File: config.mk
export PLATFORM = sky130hd
export DESIGN_NAME = onewire_temp_read_sequencer_top
export DESIGN_NICKNAME = d
export VERILOG_FILES = /design/src/rtl/otrs_pkg.sv /design/src/rtl/otrs_front.sv /design/src/rtl/otrs_fifo.sv /design/src/rtl/otrs_back.sv /design/src/rtl/onewire_temp_read_sequencer_top.sv
export SDC_FILE = /design/constraint.sdc
export NUM_CORES = 1
export LEC_CHECK = 0
export BUFFER_PORTS_ARGS = -buffer_cell sky130_fd_sc_hd__buf_2
export CAP_MARGIN = 25
export CORE_ASPECT_RATIO = 1.5
export CORE_MARGIN = 10
export CORE_UTILIZATION = 55
export DETAILED_ROUTE_END_ITERATION = 7
export PLACE_DENSITY = 0.75
export SYNTH_ARGS = -nofsm -noshare
export SYNTH_HDL_FRONTEND = slang
export SYNTH_SLANG_ARGS = --single-unit
File: constraint.sdc
create_clock -name clk -period 3.4 [get_ports clk]
set_input_delay 0.85 -clock clk [delete_from_list [all_inputs] [get_ports clk]]
set_output_delay 0.85 -clock clk [all_outputs]
set_load 0.1 [all_outputs]
File: src/rtl/otrs_pkg.sv
// Package for the one-wire temperature read sequencer.
// Holds the wire byte codes, the job descriptor handed from front to back, and sizes.
// No dependencies.
package otrs_pkg;

	// Byte codes on the wire
	localparam logic [7:0] RESET_PULSE  = 8'hF0;
	localparam logic [7:0] CMD_SKIP_ROM = 8'hCC;
	localparam logic [7:0] CMD_CONVERT  = 8'h44;
	localparam logic [7:0] CMD_READ_PAD = 8'hBE;
	localparam logic [7:0] SLOT_ONE     = 8'hFF;
	localparam logic [7:0] SLOT_ZERO    = 8'h00;

	// Event kinds
	localparam logic KIND_TICK = 1'b0;
	localparam logic KIND_XFER = 1'b1;

	// Most result items one event can cause, and counter width
	localparam int MAX_ITEMS = 32;
	localparam int CNT_W     = $clog2(MAX_ITEMS);

	// Default depth of the job queue
	localparam int QUEUE_DEPTH_DEF = 4;

	// What the back end has to send for one event
	typedef enum logic [2:0] {
		JOB_NONE,     // one no-send item
		JOB_RESET,    // reset pulse, slow rate
		JOB_SLOT,     // one polling slot
		JOB_CONVERT,  // Skip ROM + Convert T, 16 slots
		JOB_READ      // Skip ROM + Read Scratchpad + 16 read slots, 32 slots
	} job_code_t;

	typedef struct packed {
		job_code_t   code;
		logic        presence;
		logic [15:0] temperature;
		logic        updated;
	} job_t;

endpackage

File: src/rtl/otrs_front.sv
// Front end of the one-wire sequencer: accepts events, tracks phase and sensor state,
// and classifies each event into a job. Depends on otrs_pkg.
module otrs_front (
	input  logic                clk,
	input  logic                arst_n,
	input  logic                in_valid,
	output logic                in_ready,
	input  logic                kind,
	input  logic [7:0]          rx_byte,
	input  logic [15:0]         slot_bits,
	output logic                push_valid,
	input  logic                push_ready,
	output otrs_pkg::job_t      push_job
);
	import otrs_pkg::*;

	typedef enum logic [2:0] {
		PH_IDLE,
		PH_INIT_CONVERT,
		PH_CONVERT,
		PH_WAIT_CONVERT,
		PH_INIT_READ,
		PH_READ
	} phase_t;

	phase_t      phase_q, phase_d;
	logic        present_q, present_d;
	logic [15:0] temp_q, temp_d;
	logic        updated_d;
	job_code_t   code_d;
	logic        accept;

	assign in_ready   = push_ready;
	assign push_valid = in_valid;
	assign accept     = in_valid && push_ready;

	always_comb begin
		phase_d   = phase_q;
		present_d = present_q;
		temp_d    = temp_q;
		updated_d = 1'b0;
		code_d    = JOB_NONE;
		if (kind == KIND_TICK) begin
			case (phase_q)
				PH_INIT_CONVERT, PH_CONVERT, PH_INIT_READ, PH_READ: begin
					// tick mid-sequence is ignored
				end
				PH_WAIT_CONVERT: begin
					// stuck conversion: abort
					phase_d   = PH_IDLE;
					present_d = 1'b0;
				end
				default: begin
					phase_d = PH_INIT_CONVERT;
					code_d  = JOB_RESET;
				end
			endcase
		end else begin
			case (phase_q)
				PH_INIT_CONVERT: begin
					present_d = (rx_byte != RESET_PULSE);
					code_d    = JOB_CONVERT;
					phase_d   = PH_CONVERT;
				end
				PH_INIT_READ: begin
					present_d = (rx_byte != RESET_PULSE);
					code_d    = JOB_READ;
					phase_d   = PH_READ;
				end
				PH_CONVERT: begin
					code_d  = JOB_SLOT;
					phase_d = PH_WAIT_CONVERT;
				end
				PH_WAIT_CONVERT: begin
					if (rx_byte[0]) begin
						code_d  = JOB_RESET;
						phase_d = PH_INIT_READ;
					end
				end
				PH_READ: begin
					temp_d    = slot_bits;
					updated_d = 1'b1;
					phase_d   = PH_IDLE;
				end
				default: begin
					// transfer in idle: discarded
				end
			endcase
		end
	end

	assign push_job = '{code: code_d, presence: present_d, temperature: temp_d,
		updated: updated_d};

	always_ff @(posedge clk or negedge arst_n) begin
		if (!arst_n) begin
			phase_q   <= PH_IDLE;
			present_q <= 1'b0;
			temp_q    <= '0;
		end else if (accept) begin
			phase_q   <= phase_d;
			present_q <= present_d;
			temp_q    <= temp_d;
		end
	end

endmodule

File: src/rtl/otrs_fifo.sv
// Short job queue between front and back of the one-wire sequencer.
// Register array with wrap-around pointers. Depends on otrs_pkg.
module otrs_fifo #(
	parameter int DEPTH = otrs_pkg::QUEUE_DEPTH_DEF
) (
	input  logic           clk,
	input  logic           arst_n,
	input  logic           push_valid,
	output logic           push_ready,
	input  otrs_pkg::job_t push_job,
	output logic           pop_valid,
	input  logic           pop_ready,
	output otrs_pkg::job_t pop_job
);
	import otrs_pkg::*;

	localparam int PTR_W = (DEPTH > 1) ? $clog2(DEPTH) : 1;
	localparam int CNT_QW = $clog2(DEPTH + 1);
	localparam logic [PTR_W-1:0] PTR_LAST = PTR_W'(DEPTH - 1);
	localparam logic [CNT_QW-1:0] CNT_FULL = CNT_QW'(DEPTH);

	job_t              mem_q [DEPTH];
	logic [PTR_W-1:0]  wr_ptr_q, rd_ptr_q;
	logic [CNT_QW-1:0] count_q;
	logic              do_push, do_pop;

	assign push_ready = (count_q != CNT_FULL);
	assign pop_valid  = (count_q != '0);
	assign pop_job    = mem_q[rd_ptr_q];
	assign do_push    = push_valid && push_ready;
	assign do_pop     = pop_valid && pop_ready;

	always_ff @(posedge clk) begin
		if (do_push) begin
			mem_q[wr_ptr_q] <= push_job;
		end
	end

	always_ff @(posedge clk or negedge arst_n) begin
		if (!arst_n) begin
			wr_ptr_q <= '0;
			rd_ptr_q <= '0;
			count_q  <= '0;
		end else begin
			if (do_push) begin
				wr_ptr_q <= (wr_ptr_q == PTR_LAST) ? '0 : wr_ptr_q + 1'b1;
			end
			if (do_pop) begin
				rd_ptr_q <= (rd_ptr_q == PTR_LAST) ? '0 : rd_ptr_q + 1'b1;
			end
			if (do_push && !do_pop) begin
				count_q <= count_q + 1'b1;
			end else if (do_pop && !do_push) begin
				count_q <= count_q - 1'b1;
			end
		end
	end

endmodule

File: src/rtl/otrs_back.sv
// Back end of the one-wire sequencer: expands one job into its slot bytes, one result
// item per cycle while out_ready allows, via an output register. Depends on otrs_pkg.
module otrs_back (
	input  logic               clk,
	input  logic               arst_n,
	input  logic               job_valid,
	output logic               job_ready,
	input  otrs_pkg::job_t     job,
	output logic               out_valid,
	input  logic               out_ready,
	output logic               has_tx,
	output logic [7:0]         tx_byte,
	output logic               fast_rate,
	output logic               last,
	output logic               presence,
	output logic signed [15:0] temperature,
	output logic               temp_updated
);
	import otrs_pkg::*;

	function automatic logic [CNT_W-1:0] last_index(input job_code_t code);
		case (code)
			JOB_CONVERT: last_index = CNT_W'(15);
			JOB_READ:    last_index = CNT_W'(MAX_ITEMS - 1);
			default:     last_index = '0;
		endcase
	endfunction

	// Slot byte number idx of a job: commands go LSB first
	function automatic logic [7:0] slot_byte(input job_code_t code,
		input logic [CNT_W-1:0] idx);
		logic [7:0] cmd;
		cmd = SLOT_ONE;
		case (code)
			JOB_CONVERT: cmd = idx[3] ? CMD_CONVERT : CMD_SKIP_ROM;
			JOB_READ: begin
				case (idx[4:3])
					2'd0:    cmd = CMD_SKIP_ROM;
					2'd1:    cmd = CMD_READ_PAD;
					default: cmd = SLOT_ONE;
				endcase
			end
			default: cmd = SLOT_ONE;
		endcase
		case (code)
			JOB_NONE:  slot_byte = SLOT_ZERO;
			JOB_RESET: slot_byte = RESET_PULSE;
			JOB_SLOT:  slot_byte = SLOT_ONE;
			default:   slot_byte = cmd[idx[2:0]] ? SLOT_ONE : SLOT_ZERO;
		endcase
	endfunction

	logic             active_q;
	job_t             job_q;
	logic [CNT_W-1:0] cnt_q;
	logic             out_valid_q;
	logic             out_free, emit, is_last, pop;

	assign out_free  = !out_valid_q || out_ready;
	assign emit      = active_q && out_free;
	assign is_last   = (cnt_q == last_index(job_q.code));
	assign pop       = job_valid && (!active_q || (emit && is_last));
	assign job_ready = pop;
	assign out_valid = out_valid_q;

	always_ff @(posedge clk or negedge arst_n) begin
		if (!arst_n) begin
			active_q    <= 1'b0;
			cnt_q       <= '0;
			out_valid_q <= 1'b0;
		end else begin
			if (emit) begin
				out_valid_q <= 1'b1;
			end else if (out_ready) begin
				out_valid_q <= 1'b0;
			end
			if (pop) begin
				active_q <= 1'b1;
				cnt_q    <= '0;
			end else if (emit && is_last) begin
				active_q <= 1'b0;
			end else if (emit) begin
				cnt_q <= cnt_q + 1'b1;
			end
		end
	end

	// job and output payload, no reset
	always_ff @(posedge clk) begin
		if (pop) begin
			job_q <= job;
		end
		if (emit) begin
			has_tx       <= (job_q.code != JOB_NONE);
			tx_byte      <= slot_byte(job_q.code, cnt_q);
			fast_rate    <= (job_q.code != JOB_NONE) && (job_q.code != JOB_RESET);
			last         <= is_last;
			presence     <= job_q.presence;
			temperature  <= $signed(job_q.temperature);
			temp_updated <= job_q.updated;
		end
	end

endmodule

File: src/rtl/onewire_temp_read_sequencer_top.sv
// Top level of the one-wire temperature read sequencer over a UART.
// Instantiates otrs_front, otrs_fifo and otrs_back; depends on otrs_pkg.
//
//  channel | handshake           | payload
//  --------+---------------------+-------------------------------------------------
//  in      | in_valid / in_ready | kind, rx_byte, slot_bits
//  out     | out_valid/out_ready | has_tx, tx_byte, fast_rate, last, presence,
//          |                     | temperature, temp_updated
//
// An input item is taken whenever the job queue has room; the front end updates
// phase, presence and temperature at that edge.
// The back end sends one result item per cycle from its output register: 1 item
// for most events, 16 for the convert command pair, 32 for the read sequence.
// Consecutive jobs follow without a gap, so unstalled rate is one result per cycle.
// Reset (arst_n low) puts the phase in idle, clears presence and temperature,
// and empties the queue. No clearing pass.
// A stall on out_ready holds the output register; the front keeps accepting
// until QUEUE_DEPTH jobs are waiting.
module onewire_temp_read_sequencer_top #(
	parameter int QUEUE_DEPTH = otrs_pkg::QUEUE_DEPTH_DEF
) (
	input  logic               clk,
	input  logic               arst_n,
	input  logic               in_valid,
	output logic               in_ready,
	input  logic               kind,
	input  logic [7:0]         rx_byte,
	input  logic [15:0]        slot_bits,
	output logic               out_valid,
	input  logic               out_ready,
	output logic               has_tx,
	output logic [7:0]         tx_byte,
	output logic               fast_rate,
	output logic               last,
	output logic               presence,
	output logic signed [15:0] temperature,
	output logic               temp_updated
);
	import otrs_pkg::*;

	// front -> queue
	logic push_valid, push_ready;
	job_t push_job;
	// queue -> back
	logic pop_valid, pop_ready;
	job_t pop_job;

	otrs_front u_front (
		.clk        (clk),
		.arst_n     (arst_n),
		.in_valid   (in_valid),
		.in_ready   (in_ready),
		.kind       (kind),
		.rx_byte    (rx_byte),
		.slot_bits  (slot_bits),
		.push_valid (push_valid),
		.push_ready (push_ready),
		.push_job   (push_job)
	);

	otrs_fifo #(
		.DEPTH (QUEUE_DEPTH)
	) u_fifo (
		.clk        (clk),
		.arst_n     (arst_n),
		.push_valid (push_valid),
		.push_ready (push_ready),
		.push_job   (push_job),
		.pop_valid  (pop_valid),
		.pop_ready  (pop_ready),
		.pop_job    (pop_job)
	);

	otrs_back u_back (
		.clk          (clk),
		.arst_n       (arst_n),
		.job_valid    (pop_valid),
		.job_ready    (pop_ready),
		.job          (pop_job),
		.out_valid    (out_valid),
		.out_ready    (out_ready),
		.has_tx       (has_tx),
		.tx_byte      (tx_byte),
		.fast_rate    (fast_rate),
		.last         (last),
		.presence     (presence),
		.temperature  (temperature),
		.temp_updated (temp_updated)
	);

endmodule

==> impl_metrics.toml <==
[place]
pre_cts_slack_ns = 0.4321
dp_hpwl_um = 7233
gp_congestion = 0.8112
io_buffers = 59
postPlaceCellArea_um2 = 6969

[route]
first_iter_violations = 179
vias = 3470
routedWlPerCell_um = 18.76
first_pass_iters = 4
vias_per_cell = 5.517
route.detailed.drc = 0
wirelength_um = 11800
ant_nets = 0

[synthesis]
syn-instance-count = 402
synth-seq-cells = 162
synth_edf_count = 128
syn_nets = 439
syn_area_per_cell_um2 = 16.26
seq_area_frac_synth_pct = 71.82
ys.flop_type = "edfxtp_1"
synth_area_um2 = 6536
synthArstFlopShare_pct = 20.99
ys_warn_count = 0
synth.distinct_cells = 51

[grt]
grt_pass1_wl_um = 18660
grt_pass1_vias = 3570
use_met3_pct = 4.603
grt_use_met2_pct = 25.02
grtUsageMet1_pct = 16.34
antenna_found_initial = 0
grt_busiest_layer = "met2"
grt_usage_pct = 14.71
grt_max_degree = 35
globalRouteOverflowTotal = 0

[run]
timing.max_cap.violations = 0

[clock_network]
cts_tree = "built"
insertion_delay_ns = 0.42
clk_pin_slew_ns = 0.06
numCtsBuffers = 17
post-cts-setup-buffers = 0
h-tree-depth = 4
cts-resized-gates = 0
cts_buffer_depth = 2
postCtsHoldBufs = 0
clock-sinks = 162
cts_root_buf = "clkbuf_16"

[power_and_ir_drop]
vdd_ir_drop_max_v = 0.0004938
intPower_mw = 4.637
pwr-share-seq_pct = 45.9
pwr_density_cell_nw_per_um2 = 902.0
p_leak_nw = 2.891
pwr-share-clk_pct = 26.0
combPwrFrac_pct = 28.2
p_sw_share_pct = 31.93
p_switching_mw = 2.176

[layout]
design_area_um2 = 7553
final_cell_mix = "edfxtp_1, nand2_1, buf_2"
final_common_cell = "edfxtp_1"
area_delta_synth_final_pct = 15.56
diodes = 0
finish.utilization_pct = 65.17
nets = 503
drive_gt1_share_pct = 31.32

[sta]
relSlewSlack_pct = 44.06
worst_slew_pin_slew_ns = 0.8391
final.setup_skew_ns = 0.006505
rsz0062_at_grt = "no"
finalHoldViolCount = 0
final_max_slew_viol_count = 0
period_minus_slack_ns = 3.068
max_freq_ghz = 0.3260
finalSetupTns_ns = 0
setup-violations-final = 0
period_share_pct = 90.22
holdWs_ns = 0.4156
setup_ws_ns = 0.3325

[worst_setup_path]
endpoint_kind = "register"
worst-path-max-fanout = 10
worstPathRequired_ns = 3.70
rr_worst_depth = 10
arrival_ns = 3.37
critPathLaunchType = "register"
critPathKind = "register to register"

[hold_path]
holdCritPathClass = "register to register"
worstHoldPathCells = 0

[outcome]
status = "finished, final reports clean"

[floorplanning]
die_h_um = 153.5
die_x_um = 109.0
coreArea_um2 = 11590
die_area_um2 = 16730
placement_rows = 48
io_pins = 60
initial_core_util_pct = 56.39
[per-stage QoR]
step / std cells / power (mW)
after global placement: 596 / 4.938
after detailed placement: 596 / 5.044
after floorplan: 402 / 4.622
final: 629 / 6.813
after global routing: 629 / 7.183
after CTS: 628 / 6.832
[routing by layer]
layer / part of all wire, % / vias up / routed length (um)
met1: 39 / 1718 / 4627
li1: - / 1637 / -
met3: 4.4 / 23 / 514
met4: 2.5 / 0 / 295
met2: 54 / 92 / 6365
met5: 0 / - / 0
[power groups by stage]
stage / sequential [mW] / combinational (mW) / clock, mW
after floorplan: 3.21 / 1.41 / 0
after global placement: 3.15 / 1.78 / 0
after detailed placement: 3.20 / 1.85 / 0
after CTS: 3.17 / 1.87 / 1.80
after global routing: 3.18 / 2.12 / 1.89
final: 3.13 / 1.92 / 1.77
[final timing paths]
check,startpoint,to,slack (ns)
worst min-delay path,u_back.job_q[4],u_back.temperature[3],0.42
worst max register to register,u_back.cnt_q[1],u_fifo.count_q[1],0.33
worst min register to register,u_back.job_q[4],u_back.temperature[3],0.42
worst max-delay path,u_back.cnt_q[1],u_fifo.count_q[1],0.33
max in group asynchronous,arst_n,u_front.temp_q[14],2.33
min in group asynchronous,arst_n,u_back.cnt_q[0],0.54
[critical path, cell delays in order, from the launching register on]
cell	delay (ns)
dfrtp_1	0.48
or4_1	0.60
nor3_1	0.23
o21ai_0	0.18
and3_1	0.30
clkinv_8	0.10
o21ai_4	0.07
ha_1	0.24
inv_1	0.07
fa_1	0.40
mux2_2	0.27
[final cells by class]
cell class / instances / area [um^2]
sequential: 162 / 4695
tap: 150 / 187.7
inverter: 10 / 50.05
clock buffer: 20 / 446.7
clock inverter: 12 / 110.1
timing repair buffer: 71 / 405.4
multi-input combinational: 204 / 1659
fill: 819 / 4038
[state kept, by name, summed over array words and instances, names as in the netlist, 2 cells and up]
signal              count
u_back.cnt_q            5
u_fifo.wr_ptr_q         2
u_front.temp_q         16
u_fifo.rd_ptr_q         2
u_back.job_q           21
u_back.tx_byte          2
u_fifo.count_q          3
u_front.phase_q         3
u_fifo.mem_q           84
u_back.temperature     16
[cell usage after synthesis, types with 3 or more instances]
master    instances  area (um^2)
nand3_1           6        30.03
nand2b_1          4        25.02
buf_4             6        45.04
buf_1             5        18.77
nand2_1          61        229.0
edfxtp_1        128         3844
nor2_1           10        37.54
dfrtp_1          34        850.8
o22ai_1           3        18.77
o21ai_0           9        45.04
or4_1             3        22.52
a21oi_1           5        25.02
mux2_2           19        214.0
xnor2_1           4        35.03
nor3_1            7        35.03
ha_1              7        87.58
inv_1             8        30.03
and3_1            6        37.54
o22a_1            3        26.28
mux4_2           21        473.0
clkbuf_1         13        48.80
[cells by family (layout without fill, tap and decap cells)]
family          count (synthesis)  count (layout)  synth area share (%)
simple gates                  110             110                 7.714
flops                         162             162                 71.82
fa+ha+maj                       8               8                 1.646
buf+inv                        36             113                 2.833
xor+xnor                        6               6                0.8040
mux                            42              42                 10.97
compound gates                 38              38                 4.212
No activity file was read; power rests on OpenSTA's default activity.
